**src/bssi_pkg.sv**
```systemverilog
// Package for the brush stroke stamp interpolator.
// Holds event and register codes, the configuration struct and back-end states.
package bssi_pkg;

    localparam int CoordBitsDef = 12;
    localparam int MaxStepsDef  = 64;
    localparam int ByteBits     = 8;
    localparam int CfgIdxBits   = 3;

    typedef enum logic [1:0] {
        FUNC_PRESS   = 2'd0,
        FUNC_RELEASE = 2'd1,
        FUNC_MOVE    = 2'd2,
        FUNC_TOOL    = 2'd3
    } t_func;

    typedef enum logic [CfgIdxBits-1:0] {
        REG_SIZE  = 3'd0,
        REG_RED   = 3'd1,
        REG_GREEN = 3'd2,
        REG_BLUE  = 3'd3,
        REG_ALPHA = 3'd4
    } t_reg;

    typedef struct packed {
        logic [ByteBits-1:0] size;
        logic [ByteBits-1:0] red;
        logic [ByteBits-1:0] green;
        logic [ByteBits-1:0] blue;
        logic [ByteBits-1:0] alpha;
    } t_cfg;

    // command kinds passed from front to back
    localparam logic CMD_SINGLE = 1'b0;
    localparam logic CMD_INTERP = 1'b1;

    typedef enum logic [2:0] {
        BS_IDLE,
        BS_SQX,
        BS_SQY,
        BS_STEPS,
        BS_DIV,
        BS_FIX,
        BS_EMIT
    } t_bstate;

endpackage

```
**src/brush_stroke_stamp_interpolator_unit.sv**
```systemverilog
// Top level of the brush stroke stamp interpolator: config registers,
// front end, command queue, back end. Depends on bssi_pkg and its submodules.
//
//  channel   | handshake                  | payload
//  ----------+----------------------------+-----------------------------------------
//  event in  | push / full                | i_func i_button i_pos_x i_pos_y
//  stamp out | empty / pop                | o_stamp_x o_stamp_y o_stamp_rgba o_last_of_run
//  config    | i_cfg_valid / o_cfg_ready  | i_cfg_index i_cfg_data
//
// Events are taken while not full; a two-entry command queue feeds the back end.
// A move squares the distance, searches the step count (up to MAX_STEPS), divides,
// then emits one stamp per cycle while pop keeps up; press/release emit one stamp.
// Synchronous active-low reset clears stroke state, queue and output valid.
// full rises only when both queue entries wait behind a busy back end.
module brush_stroke_stamp_interpolator_unit #(
    parameter int COORD_BITS = bssi_pkg::CoordBitsDef,
    parameter int MAX_STEPS  = bssi_pkg::MaxStepsDef
) (
    input  logic                              i_clk,
    input  logic                              i_rst_n,
    input  logic                              push,
    output logic                              full,
    input  logic [1:0]                        i_func,
    input  logic [2:0]                        i_button,
    input  logic [COORD_BITS-1:0]             i_pos_x,
    input  logic [COORD_BITS-1:0]             i_pos_y,
    output logic                              empty,
    input  logic                              pop,
    output logic [COORD_BITS-1:0]             o_stamp_x,
    output logic [COORD_BITS-1:0]             o_stamp_y,
    output logic [31:0]                       o_stamp_rgba,
    output logic                              o_last_of_run,
    input  logic                              i_cfg_valid,
    output logic                              o_cfg_ready,
    input  logic [bssi_pkg::CfgIdxBits-1:0]   i_cfg_index,
    input  logic [bssi_pkg::ByteBits-1:0]     i_cfg_data
);
    localparam int CmdW = 4 * COORD_BITS + 1;

    bssi_pkg::t_cfg  r_cfg;
    logic            q_push, q_pop, q_full, q_empty;
    logic [CmdW-1:0] q_wdata, q_rdata;

    assign o_cfg_ready = 1'b1;
    assign full        = q_full;

    always_ff @(posedge i_clk) begin
        if (!i_rst_n) begin
            r_cfg.size  <= 8'd8;
            r_cfg.red   <= 8'd0;
            r_cfg.green <= 8'd0;
            r_cfg.blue  <= 8'd0;
            r_cfg.alpha <= 8'd255;
        end else if (i_cfg_valid) begin
            case (bssi_pkg::t_reg'(i_cfg_index))
                bssi_pkg::REG_SIZE:  r_cfg.size  <= i_cfg_data;
                bssi_pkg::REG_RED:   r_cfg.red   <= i_cfg_data;
                bssi_pkg::REG_GREEN: r_cfg.green <= i_cfg_data;
                bssi_pkg::REG_BLUE:  r_cfg.blue  <= i_cfg_data;
                bssi_pkg::REG_ALPHA: r_cfg.alpha <= i_cfg_data;
                default: begin
                end
            endcase
        end
    end

    bssi_front #(.COORD_BITS(COORD_BITS)) u_front (
        .i_clk    (i_clk),
        .i_rst_n  (i_rst_n),
        .i_push   (push),
        .i_func   (i_func),
        .i_button (i_button),
        .i_pos_x  (i_pos_x),
        .i_pos_y  (i_pos_y),
        .i_q_full (q_full),
        .o_q_push (q_push),
        .o_q_data (q_wdata)
    );

    bssi_cmdq #(.WIDTH(CmdW)) u_cmdq (
        .i_clk   (i_clk),
        .i_rst_n (i_rst_n),
        .i_push  (q_push),
        .i_data  (q_wdata),
        .i_pop   (q_pop),
        .o_full  (q_full),
        .o_empty (q_empty),
        .o_data  (q_rdata)
    );

    bssi_back #(.COORD_BITS(COORD_BITS), .MAX_STEPS(MAX_STEPS)) u_back (
        .i_clk         (i_clk),
        .i_rst_n       (i_rst_n),
        .i_q_empty     (q_empty),
        .i_q_data      (q_rdata),
        .o_q_pop       (q_pop),
        .i_cfg         (r_cfg),
        .i_pop         (pop),
        .o_empty       (empty),
        .o_stamp_x     (o_stamp_x),
        .o_stamp_y     (o_stamp_y),
        .o_stamp_rgba  (o_stamp_rgba),
        .o_last_of_run (o_last_of_run)
    );

endmodule

```
**src/bssi_front.sv**
```systemverilog
// Front end: accepts pointer events, keeps the stroke state, issues commands.
// Depends on bssi_pkg.
module bssi_front #(
    parameter int COORD_BITS = bssi_pkg::CoordBitsDef
) (
    input  logic                      i_clk,
    input  logic                      i_rst_n,
    input  logic                      i_push,
    input  logic [1:0]                i_func,
    input  logic [2:0]                i_button,
    input  logic [COORD_BITS-1:0]     i_pos_x,
    input  logic [COORD_BITS-1:0]     i_pos_y,
    input  logic                      i_q_full,
    output logic                      o_q_push,
    output logic [4*COORD_BITS:0]     o_q_data
);
    logic                  r_painting, n_painting;
    logic                  r_have, n_have;
    logic [COORD_BITS-1:0] r_lx, n_lx, r_ly, n_ly;
    logic                  accept;

    assign accept = i_push && !i_q_full;

    always_comb begin
        n_painting = r_painting;
        n_have     = r_have;
        n_lx       = r_lx;
        n_ly       = r_ly;
        o_q_push   = 1'b0;
        o_q_data   = {bssi_pkg::CMD_SINGLE, i_pos_x, i_pos_y, i_pos_x, i_pos_y};
        if (accept) begin
            case (bssi_pkg::t_func'(i_func))
                bssi_pkg::FUNC_PRESS: begin
                    if (i_button == 3'd0) begin
                        n_painting = 1'b1;
                        n_have     = 1'b1;
                        n_lx       = i_pos_x;
                        n_ly       = i_pos_y;
                        o_q_push   = 1'b1;
                    end
                end
                bssi_pkg::FUNC_RELEASE: begin
                    if (i_button == 3'd0) begin
                        o_q_push   = r_painting;
                        n_painting = 1'b0;
                        n_have     = 1'b0;
                        n_lx       = '0;
                        n_ly       = '0;
                    end
                end
                bssi_pkg::FUNC_MOVE: begin
                    if (r_painting) begin
                        o_q_push = 1'b1;
                        // without a last point the move starts from itself
                        o_q_data = {bssi_pkg::CMD_INTERP, i_pos_x, i_pos_y,
                                    r_have ? r_lx : i_pos_x, r_have ? r_ly : i_pos_y};
                        n_have   = 1'b1;
                        n_lx     = i_pos_x;
                        n_ly     = i_pos_y;
                    end
                end
                default: begin
                    n_painting = 1'b0;
                end
            endcase
        end
    end

    always_ff @(posedge i_clk) begin
        if (!i_rst_n) begin
            r_painting <= 1'b0;
            r_have     <= 1'b0;
            r_lx       <= '0;
            r_ly       <= '0;
        end else begin
            r_painting <= n_painting;
            r_have     <= n_have;
            r_lx       <= n_lx;
            r_ly       <= n_ly;
        end
    end

endmodule

```
**src/bssi_cmdq.sv**
```systemverilog
// Two-entry command queue between front and back end.
// Depends on nothing but its width parameter.
module bssi_cmdq #(
    parameter int WIDTH = 49
) (
    input  logic             i_clk,
    input  logic             i_rst_n,
    input  logic             i_push,
    input  logic [WIDTH-1:0] i_data,
    input  logic             i_pop,
    output logic             o_full,
    output logic             o_empty,
    output logic [WIDTH-1:0] o_data
);
    logic [WIDTH-1:0] r_mem [2];
    logic             r_wp, r_rp;
    logic [1:0]       r_cnt;
    logic             do_push, do_pop;

    assign o_full  = (r_cnt == 2'd2);
    assign o_empty = (r_cnt == 2'd0);
    assign o_data  = r_mem[r_rp];
    assign do_push = i_push && !o_full;
    assign do_pop  = i_pop && !o_empty;

    always_ff @(posedge i_clk) begin
        if (do_push) begin
            r_mem[r_wp] <= i_data;
        end
    end

    always_ff @(posedge i_clk) begin
        if (!i_rst_n) begin
            r_wp  <= 1'b0;
            r_rp  <= 1'b0;
            r_cnt <= 2'd0;
        end else begin
            if (do_push) r_wp <= ~r_wp;
            if (do_pop)  r_rp <= ~r_rp;
            r_cnt <= r_cnt + {1'b0, do_push} - {1'b0, do_pop};
        end
    end

    a_cnt_range: assert property (@(posedge i_clk) disable iff (!i_rst_n)
        r_cnt != 2'd3) else $error("queue count out of range");
    a_ptr_cnt: assert property (@(posedge i_clk) disable iff (!i_rst_n)
        (r_cnt == 2'd1) |-> (r_wp != r_rp)) else $error("queue pointers disagree");
    a_no_over: assert property (@(posedge i_clk) disable iff (!i_rst_n)
        (o_full && !do_pop) |=> o_full) else $error("full queue lost an entry");

endmodule

```
**src/bssi_back.sv**
```systemverilog
// Back end: step count search, per-axis divider and stamp emission.
// Depends on bssi_pkg.
module bssi_back #(
    parameter int COORD_BITS = bssi_pkg::CoordBitsDef,
    parameter int MAX_STEPS  = bssi_pkg::MaxStepsDef
) (
    input  logic                    i_clk,
    input  logic                    i_rst_n,
    input  logic                    i_q_empty,
    input  logic [4*COORD_BITS:0]   i_q_data,
    output logic                    o_q_pop,
    input  bssi_pkg::t_cfg          i_cfg,
    input  logic                    i_pop,
    output logic                    o_empty,
    output logic [COORD_BITS-1:0]   o_stamp_x,
    output logic [COORD_BITS-1:0]   o_stamp_y,
    output logic [31:0]             o_stamp_rgba,
    output logic                    o_last_of_run
);
    localparam int CB  = COORD_BITS;
    localparam int SW  = $clog2(MAX_STEPS + 1);
    localparam int RW  = SW + 2;
    localparam int PW  = SW + bssi_pkg::ByteBits;
    localparam int DW  = 2 * CB + 1;
    localparam int CW  = (2 * PW > DW + 4) ? 2 * PW : DW + 4;
    localparam int IW  = $clog2(CB + 1);

    bssi_pkg::t_bstate r_state, n_state;

    logic                  cmd_kind;
    logic [CB-1:0]         cmd_x, cmd_y, cmd_lx, cmd_ly;

    logic [CB-1:0]         r_x, r_y, r_lx, r_ly;
    logic [DW-1:0]         r_d2;
    logic [SW-1:0]         r_k, r_i;
    logic [PW-1:0]         r_s;
    logic [CB-1:0]         r_qx, r_qy;
    logic [SW-1:0]         r_dvx, r_dvy;
    logic                  r_nx, r_ny;
    logic [IW-1:0]         r_it;
    logic signed [CB:0]    r_accx, r_accy, r_qdx, r_qdy;
    logic [RW-1:0]         r_remx, r_remy, r_rdx, r_rdy;
    logic                  r_ovalid;
    logic [CB-1:0]         r_ox, r_oy;
    logic                  r_olast;

    logic signed [CB:0]    dx, dy;
    logic [CB-1:0]         ax, ay;
    logic [CW-1:0]         sq, lim;
    logic [SW:0]           tx, ty;
    logic                  bx, by;
    logic [RW-1:0]         two_k, srx, sry;
    logic signed [CB:0]    sax, say;
    logic [CB:0]           px, py;
    logic                  out_free;

    assign {cmd_kind, cmd_x, cmd_y, cmd_lx, cmd_ly} = i_q_data;
    assign out_free = !r_ovalid || i_pop;

    assign dx = $signed({1'b0, r_x}) - $signed({1'b0, r_lx});
    assign dy = $signed({1'b0, r_y}) - $signed({1'b0, r_ly});
    assign ax = dx[CB] ? CB'(-dx) : dx[CB-1:0];
    assign ay = dy[CB] ? CB'(-dy) : dy[CB-1:0];

    assign sq  = CW'(r_s) * CW'(r_s);
    assign lim = CW'({r_d2, 4'b0000});

    // one restoring divide step per axis
    assign tx = {r_dvx, r_qx[CB-1]};
    assign ty = {r_dvy, r_qy[CB-1]};
    assign bx = (tx >= {1'b0, r_k});
    assign by = (ty >= {1'b0, r_k});

    // running quotient and remainder of (2*d*i + k) / (2*k)
    assign two_k = {1'b0, r_k, 1'b0};
    always_comb begin
        srx = r_remx + r_rdx;
        sry = r_remy + r_rdy;
        sax = r_accx + r_qdx;
        say = r_accy + r_qdy;
        if (srx >= two_k) begin
            srx = srx - two_k;
            sax = sax + (CB+1)'(1);
        end
        if (sry >= two_k) begin
            sry = sry - two_k;
            say = say + (CB+1)'(1);
        end
        px = $unsigned($signed({1'b0, r_lx}) + sax);
        py = $unsigned($signed({1'b0, r_ly}) + say);
    end

    always_comb begin
        n_state = r_state;
        o_q_pop = 1'b0;
        case (r_state)
            bssi_pkg::BS_IDLE: begin
                if (!i_q_empty) begin
                    o_q_pop = 1'b1;
                    n_state = (cmd_kind == bssi_pkg::CMD_INTERP) ? bssi_pkg::BS_SQX
                                                                 : bssi_pkg::BS_EMIT;
                end
            end
            bssi_pkg::BS_SQX:   n_state = bssi_pkg::BS_SQY;
            bssi_pkg::BS_SQY:   n_state = bssi_pkg::BS_STEPS;
            bssi_pkg::BS_STEPS: begin
                if (!(r_k < SW'(MAX_STEPS) && sq <= lim)) n_state = bssi_pkg::BS_DIV;
            end
            bssi_pkg::BS_DIV: begin
                if (r_it == IW'(CB - 1)) n_state = bssi_pkg::BS_FIX;
            end
            bssi_pkg::BS_FIX:   n_state = bssi_pkg::BS_EMIT;
            bssi_pkg::BS_EMIT: begin
                if (out_free && r_i == r_k) n_state = bssi_pkg::BS_IDLE;
            end
            default:            n_state = bssi_pkg::BS_IDLE;
        endcase
    end

    always_ff @(posedge i_clk) begin
        if (!i_rst_n) begin
            r_state <= bssi_pkg::BS_IDLE;
        end else begin
            r_state <= n_state;
        end
    end

    always_ff @(posedge i_clk) begin
        case (r_state)
            bssi_pkg::BS_IDLE: begin
                r_x    <= cmd_x;
                r_y    <= cmd_y;
                r_lx   <= (cmd_kind == bssi_pkg::CMD_INTERP) ? cmd_lx : cmd_x;
                r_ly   <= (cmd_kind == bssi_pkg::CMD_INTERP) ? cmd_ly : cmd_y;
                r_k    <= SW'(1);
                r_i    <= SW'(1);
                r_accx <= '0;
                r_accy <= '0;
                r_qdx  <= '0;
                r_qdy  <= '0;
                r_rdx  <= '0;
                r_rdy  <= '0;
                r_remx <= RW'(1);
                r_remy <= RW'(1);
            end
            bssi_pkg::BS_SQX: begin
                r_qx <= ax;
                r_nx <= dx[CB];
                r_d2 <= DW'(ax) * DW'(ax);
            end
            bssi_pkg::BS_SQY: begin
                r_qy  <= ay;
                r_ny  <= dy[CB];
                r_d2  <= r_d2 + DW'(ay) * DW'(ay);
                r_s   <= PW'({i_cfg.size, 1'b0});
            end
            bssi_pkg::BS_STEPS: begin
                r_dvx <= '0;
                r_dvy <= '0;
                r_it  <= '0;
                if (r_k < SW'(MAX_STEPS) && sq <= lim) begin
                    r_k <= r_k + SW'(1);
                    r_s <= r_s + PW'(i_cfg.size);
                end
            end
            bssi_pkg::BS_DIV: begin
                r_dvx <= bx ? SW'(tx - {1'b0, r_k}) : tx[SW-1:0];
                r_dvy <= by ? SW'(ty - {1'b0, r_k}) : ty[SW-1:0];
                r_qx  <= {r_qx[CB-2:0], bx};
                r_qy  <= {r_qy[CB-2:0], by};
                r_it  <= r_it + IW'(1);
            end
            bssi_pkg::BS_FIX: begin
                // turn truncated quotient of |d| into floor division of d
                if (r_nx && r_dvx != '0) begin
                    r_qdx <= -$signed({1'b0, r_qx}) - (CB+1)'(1);
                    r_rdx <= {1'b0, r_k - r_dvx, 1'b0};
                end else begin
                    r_qdx <= r_nx ? -$signed({1'b0, r_qx}) : $signed({1'b0, r_qx});
                    r_rdx <= {1'b0, r_dvx, 1'b0};
                end
                if (r_ny && r_dvy != '0) begin
                    r_qdy <= -$signed({1'b0, r_qy}) - (CB+1)'(1);
                    r_rdy <= {1'b0, r_k - r_dvy, 1'b0};
                end else begin
                    r_qdy <= r_ny ? -$signed({1'b0, r_qy}) : $signed({1'b0, r_qy});
                    r_rdy <= {1'b0, r_dvy, 1'b0};
                end
                r_accx <= '0;
                r_accy <= '0;
                r_remx <= RW'(r_k);
                r_remy <= RW'(r_k);
                r_i    <= SW'(1);
            end
            bssi_pkg::BS_EMIT: begin
                if (out_free) begin
                    r_accx <= sax;
                    r_accy <= say;
                    r_remx <= srx;
                    r_remy <= sry;
                    r_i    <= r_i + SW'(1);
                end
            end
            default: begin
            end
        endcase
    end

    always_ff @(posedge i_clk) begin
        if (!i_rst_n) begin
            r_ovalid <= 1'b0;
        end else if (r_state == bssi_pkg::BS_EMIT && out_free) begin
            r_ovalid <= 1'b1;
        end else if (i_pop) begin
            r_ovalid <= 1'b0;
        end
    end

    always_ff @(posedge i_clk) begin
        if (r_state == bssi_pkg::BS_EMIT && out_free) begin
            r_ox    <= px[CB-1:0];
            r_oy    <= py[CB-1:0];
            r_olast <= (r_i == r_k);
        end
    end

    assign o_empty       = !r_ovalid;
    assign o_stamp_x     = r_ox;
    assign o_stamp_y     = r_oy;
    assign o_last_of_run = r_olast;
    assign o_stamp_rgba  = {i_cfg.red, i_cfg.green, i_cfg.blue, i_cfg.alpha};

    a_div_nonzero: assert property (@(posedge i_clk) disable iff (!i_rst_n)
        (r_state == bssi_pkg::BS_DIV) |-> (r_k != '0)) else $error("zero step count");
    a_emit_range: assert property (@(posedge i_clk) disable iff (!i_rst_n)
        (r_state == bssi_pkg::BS_EMIT) |-> (r_i != '0 && r_i <= r_k))
        else $error("stamp index out of range");
    a_pop_idle: assert property (@(posedge i_clk) disable iff (!i_rst_n)
        o_q_pop |-> (r_state == bssi_pkg::BS_IDLE && !i_q_empty))
        else $error("command taken while busy");

endmodule

```
**config.mk**
```make
export PLATFORM = sky130hd
export DESIGN_NAME = brush_stroke_stamp_interpolator_unit
export DESIGN_NICKNAME = d
export VERILOG_FILES = /design/src/bssi_pkg.sv /design/src/brush_stroke_stamp_interpolator_unit.sv /design/src/bssi_front.sv /design/src/bssi_cmdq.sv /design/src/bssi_back.sv
export SDC_FILE = /design/constraint.sdc
export NUM_CORES = 2
export LEC_CHECK = 0
export ABC_AREA = 1
export BUFFER_PORTS_ARGS = -buffer_cell sky130_fd_sc_hd__buf_2
export CAP_MARGIN = 20
export CORE_ASPECT_RATIO = 1.4
export CORE_MARGIN = 8
export CORE_UTILIZATION = 60
export DETAILED_ROUTE_END_ITERATION = 12
export PLACE_DENSITY = 0.74
export SLEW_MARGIN = 20
export SYNTH_ARGS = -nofsm -noshare
export SYNTH_HDL_FRONTEND = slang
export SYNTH_HIERARCHICAL = 1
export SYNTH_SLANG_ARGS = --single-unit
export TNS_END_PERCENT = 50
```
**constraint.sdc**
```tcl
create_clock -name i_clk -period 9.1 [get_ports i_clk]
set_input_delay 1.82 -clock i_clk [delete_from_list [all_inputs] [get_ports i_clk]]
set_output_delay 1.82 -clock i_clk [all_outputs]
set_load 0.005 [all_outputs]
```
; After elaboration in Yosys (flattened, before gate mapping)
; Memory sizes are Yosys's and may differ from the RTL's. A register that Yosys moved wholly into a read port is not among the register bits.
; Index checks and enable logic that the tools add are counted.
[op_classes]
mux = 76
magnitude_cmp = 6
bitwise = 3
n_reduce_logical = 43
div_mod_pow = 0
n_eq_ne = 24
n_addsub = 29
n_mul = 3
shift = 0
[op_table]
columns = op, n
row1 = $mux 49, 3
row2 = $mux 12, 11
row3 = $mux 13, 8
row4 = $pmux 13 s2, 4
row5 = $pmux 12 s3, 2
row6 = $pmux 7 s2, 4
row7 = $pmux 9 s3, 2
row8 = $pmux 25 s2, 1
row9 = $mul 12x12->24, 2
row10 = $pmux 12 s2, 2
row11 = $mux 9, 4
row12 = $pmux 9 s2, 2
row13 = $le 30x29->1, 1
row14 = $mul 15x15->30, 1
row15 = $pmux 15 s2, 1
row16 = $mux 7, 4
row17 = $sub 7x7->7, 4
row18 = $add 13x13->13, 2
row19 = $add 13x2->13 const B, 2
row20 = $neg 12->13, 2
row21 = $sub 12x12->13, 2
row22 = $sub 13x2->13 const B, 2
row23 = $add 25x24->25, 1
row24 = $add 12x12->12, 2
row25 = other kinds (40), 115
[totals]
n_memories = 1
reg_bits = 333
mem_bits_ro = 0
ram_bits = 98
latchBits = 0
output_inout_bits = 60
elab_cells = 225
input_bits = 45
[mem_list]
columns = memory, depth, width, read_ports, rd_ports_with_merged_regs, write_ports, line_no
row1 = u_cmdq.r_mem, 2, 49, 1, 1, 1, bssi_cmdq.sv:15  ; logic [WIDTH-1:0] r_mem [2];

; Logic depth before layout (Yosys ltp)
[logic_depth]
ltp_word = 7
ltp_mapped = 48
depth_no_buf = 47

; By module
; The synthesis kept the hierarchy.
[modules_own_cells]
columns = mod, area_each_um2, seq_area_each_um2, cells_per_inst, instances
row1 = bssi_back, 33460.8, 7587.3, 4086, 1
row2 = bssi_cmdq, 3828.7, 3042.9, 190, 1
row3 = bssi_front, 1767.9, 520.5, 284, 1
row4 = brush_stroke_stamp_interpolator_unit, 1620.3, 800.8, 230, 1

; Worst setup path after synthesis
; No wires, ideal clock.
[synth_timing]
path_kind = flip-flop to flip-flop
from = register u_back.r_s[9]
to = register u_back.r_s[0] (enable)
path_slack_ps = 1674
t_arrival_ps = 7060
setup_time_ps = 366
required_time_ps = 8734
synth_period_minus_slack_ps = 7426
path_buffers = 2
stages_incl_launch_ff = 35
path_cell_list = edfxtp_1 -> clkbuf_1 -> clkbuf_1 -> nand2_1 -> fa_1 -> fa_1 -> inv_1 -> fa_1 -> inv_1 -> fa_1 -> fa_1 -> inv_1 -> fa_1 -> ha_1 -> nand2_1 -> o21ai_0 -> a21oi_1 -> o21ai_0 -> nand3_1 -> o21bai_1 -> nand3_1 -> nand2_1 -> xor2_1 -> ha_1 -> a21oi_1 -> o21bai_1 -> a21oi_1 -> nand3_1 -> nand2_1 -> nand2_1 -> nand2_1 -> nand2_1 -> nand2_1 -> nand3_1 -> nand2_1
[synth_via]
elab_chain_len = 5
[synth_rtl]
columns = element, line_no
row1 = "start, declared", bssi_back.sv:36  ; logic [PW-1:0] r_s;
row2 = "start signal, assigned", bssi_back.sv:155  ; r_s <= PW'({i_cfg.size, 1'b0});
row3 = "start signal, assigned", bssi_back.sv:163  ; r_s <= r_s + PW'(i_cfg.size);
row4 = $mul 15x15->30, bssi_back.sv:65  ; assign sq = CW'(r_s) * CW'(r_s);
row5 = $le 30x29->1, bssi_back.sv:161  ; if (r_k < SW'(MAX_STEPS) && sq <= lim) begin
row6 = $logic_and 1x1->1, bssi_back.sv:161
row7 = $ne 2x1->1 (no source line), -
row8 = $reduce_and 2->1 (no source line), -
; No other way between the ends.
; A chain may end at the register's enable or synchronous reset.

; Worst setup path in the final report
[layout_timing]
from = register u_back.r_s[12]
to = register u_back.r_s[14] (enable)
; The elaborated chain is that of the path after synthesis.

==> impl_metrics.env <==
export IMPL_slowest_delay_ns=0.85
export IMPL_die_w_um=236.1
export IMPL_outcome="complete, no violations"
export IMPL_min_period_ns=8.366
export IMPL_required_ns=9.31
export IMPL_grt_pass1_wl_um=159500
export IMPL_area_growth_pct=5.900
export IMPL_seq_area_frac_synth_pct=29.38
export IMPL_ios=105
export IMPL_ys_top_cells_by_area="edfxtp_1 (26%), fa_1 (17%), ha_1 (11%), inv_1 (8.8%), nand2_1 (7.8%)"
export IMPL_cts_resized=0
export IMPL_clock_sinks=423
export IMPL_path_max_fanout=18
export IMPL_slew_viol_final=0
export IMPL_antennaDiodeCount=0
export IMPL_ys_ff_latch=423
export IMPL_antenna_left=0
export IMPL_cts_tree="done"
export IMPL_dp_slack_ns=0.9264
export IMPL_layout_commonest_cell="inv_1"
export IMPL_vias=31260
export IMPL_synth_cells=4790
export IMPL_die_area_um2=76500
export IMPL_ys_flop_type="edfxtp_1"
export IMPL_via_per_inst=5.475
export IMPL_rows=113
export IMPL_worstMarginPinSlew_ns=1.061
export IMPL_chipHeight_um=324.1
export IMPL_slowest_stage="edfxtp_1"
export IMPL_drv_cap=0
export IMPL_finalHoldViolCount=0
export IMPL_htreeDepth=2
export IMPL_start_kind="flip-flop"
export IMPL_cp_depth=25
export IMPL_clkTransAtPathRegs_ns=0.07
export IMPL_route_detailed_drc=0
export IMPL_initial_core_util_pct=60.32
export IMPL_hold_buffers=0
export IMPL_path_class="flip-flop to flip-flop"
export IMPL_clock_skew_ns=0.02103
export IMPL_cts_made_buffers=43
export IMPL_port_buffers=103
export IMPL_fin_cells=5710
export IMPL_synthArstFlopShare_pct=0
export IMPL_fin_ws_ns=0.7336
export IMPL_critPathMostFrequentCell="fa_1"
export IMPL_hpwl_um=77350
export IMPL_synth_distinct_cells=60
export IMPL_synth_top_cell_by_area="edfxtp_1"
export IMPL_place_gp_congestion=0.9200
export IMPL_setup_violations_final=0
export IMPL_layout_common_cells="inv_1 (953), nand2_1 (841), nor2_1 (417), ha_1 (369), edfxtp_1 (348)"
export IMPL_wl_um=97930
export IMPL_cts_root_buf="clkbuf_16"
export IMPL_antenna_found_initial=0
export IMPL_drive_gt1_share_pct=7.900
export IMPL_worstSetupEndpointType="flip-flop"
export IMPL_crit_buf_inv=4
export IMPL_synth_top_area_share_pct=25.69
export IMPL_core_area_um2=67440
export IMPL_post_cts_buffers=0
export IMPL_grt_ovfl_total=0
export IMPL_fin_crit_sh_pct=91.94
export IMPL_endpoint="u_back/r_s[14]"
export IMPL_place_inst=5630
export IMPL_synth_fp_nets=5540
export IMPL_r2r_start="u_back/r_s[12]"
export IMPL_dr_first_iter_drc_count=1930
export IMPL_slew_headroom_pct=29.15
export IMPL_crit_family="adder cells"
export IMPL_synth_area_per_cell_um2=8.492
export IMPL_clkLatencyLatePin_ns=0.60
export IMPL_first_global_vias=32150
export IMPL_grt_max_degree=52
export IMPL_nets=5563
export IMPL_clockBufferDepth=3
export IMPL_rr_endpoint="u_back/r_s[14]"
export IMPL_grtUsageTotal_pct=25.78
export IMPL_drtPass1Iterations=5
export IMPL_hold_class="flip-flop to flip-flop"
export IMPL_max_freq_mhz=119.5
export IMPL_fin_tns_setup_ns=0
export IMPL_critPathLaunch="u_back/r_s[12]"
export IMPL_yosysWarnings=6
export IMPL_drt_wirelength_per_cell_um=17.15
export IMPL_synth_edf_count=348
export IMPL_worstPathArrival_ns=8.58
export IMPL_reg2regPathDepth=25
export IMPL_rsz0062_at_grt="no"
export IMPL_rrSetupSlack_ns=0.73
export IMPL_syn_cell_area_um2=40680
==> stage by stage <==
stage          area, um^2  utilization, %  hold WS, ns
2_1_floorplan       40680               -       0.4301
3_3_place_gp        41630           61.73       0.4375
3_5_place_dp        41630           61.73       0.4410
4_1_cts             43070           63.87       0.4568
5_1_grt             43080           63.87       0.4829
6_report            43080           63.87       0.4572
==> worst min path at each step <==
stage / start / end / slack [ns] / depth (start not counted)
after floorplan: r_cfg[0] / r_cfg[0] / 0.43 / 2
after CTS: r_cfg[0] / r_cfg[0] / 0.46 / 2
final: r_cfg[2] / r_cfg[2] / 0.46 / 2
after detailed placement: r_cfg[0] / r_cfg[0] / 0.44 / 2
after global routing: r_cfg[0] / r_cfg[0] / 0.48 / 2
after global placement: r_cfg[6] / r_cfg[6] / 0.44 / 2
==> routing by layer <==
| layer | GRT usage, % | wire [um] |
|---|---|---|
| met1 | 28.29 | 36940 |
| met2 | 48.85 | 51800 |
| met3 | 2.830 | 4057 |
| met4 | 13.17 | 5131 |
| met5 | 0 | 0 |
==> worst min-delay path: stages, from the launching register on <==
cell	delay, ns
dfxtp_1	0.32
nand2_1	0.05
nand3_1	0.05
==> flip-flops by register name (all words and copies together) (netlist names), 15 cells and up, named ones only <==
signal / count
u_cmdq/r_mem: 98
r_cfg: 40
u_back/r_d2: 25
u_back/r_s: 15
==> cell families (layout without fill, tap and decap cells) <==
kind of cell | after synthesis | in the layout | share of synthesized area, %
multiplexers | 74 | 74 | 2.141
flip-flops | 423 | 423 | 29.38
buffers and inverters | 1139 | 1197 | 11.34
AO/OA/AOI/OAI | 614 | 614 | 8.142
other | 1 | 1 | 0.009219
XOR/XNOR | 176 | 176 | 3.928
AND/OR/NAND/NOR | 1658 | 1658 | 17.17
adder cells (fa/ha/maj) | 705 | 705 | 27.89
==> cell type report <==
class                      instances  area, um^2
fill                            5729       24360
inverter                         979        3679
multi-input combinational       3228       24150
clock inverter                    29       262.8
tap                              862        1079
clock buffer                      51        1177
timing repair buffer             138       778.2
sequential                       423       11950
==> Yosys cell counts (7+ instances only) <==
cell,instances
nand2_1,841
dfxtp_1,75
nand4_1,50
o211ai_1,7
o21bai_1,9
nor3_1,28
nor2_2,13
a21o_1,14
fa_1,336
inv_1,956
nor2_1,421
o21a_1,10
mux2_2,64
buf_4,69
or2_2,14
o22ai_1,24
clkbuf_1,61
edfxtp_1,348
mux2_4,10
ha_1,369
a21oi_1,299
a31oi_1,22
nand3b_1,16
xnor2_1,49
buf_1,7
inv_2,20
xor2_1,121
buf_2,16
nand3_1,225
nor4_1,15
o21ai_0,198
nand2_2,11
Power is not shown: default switching activity piles up to over one toggle a cycle in this logic, so the estimate is an artifact.
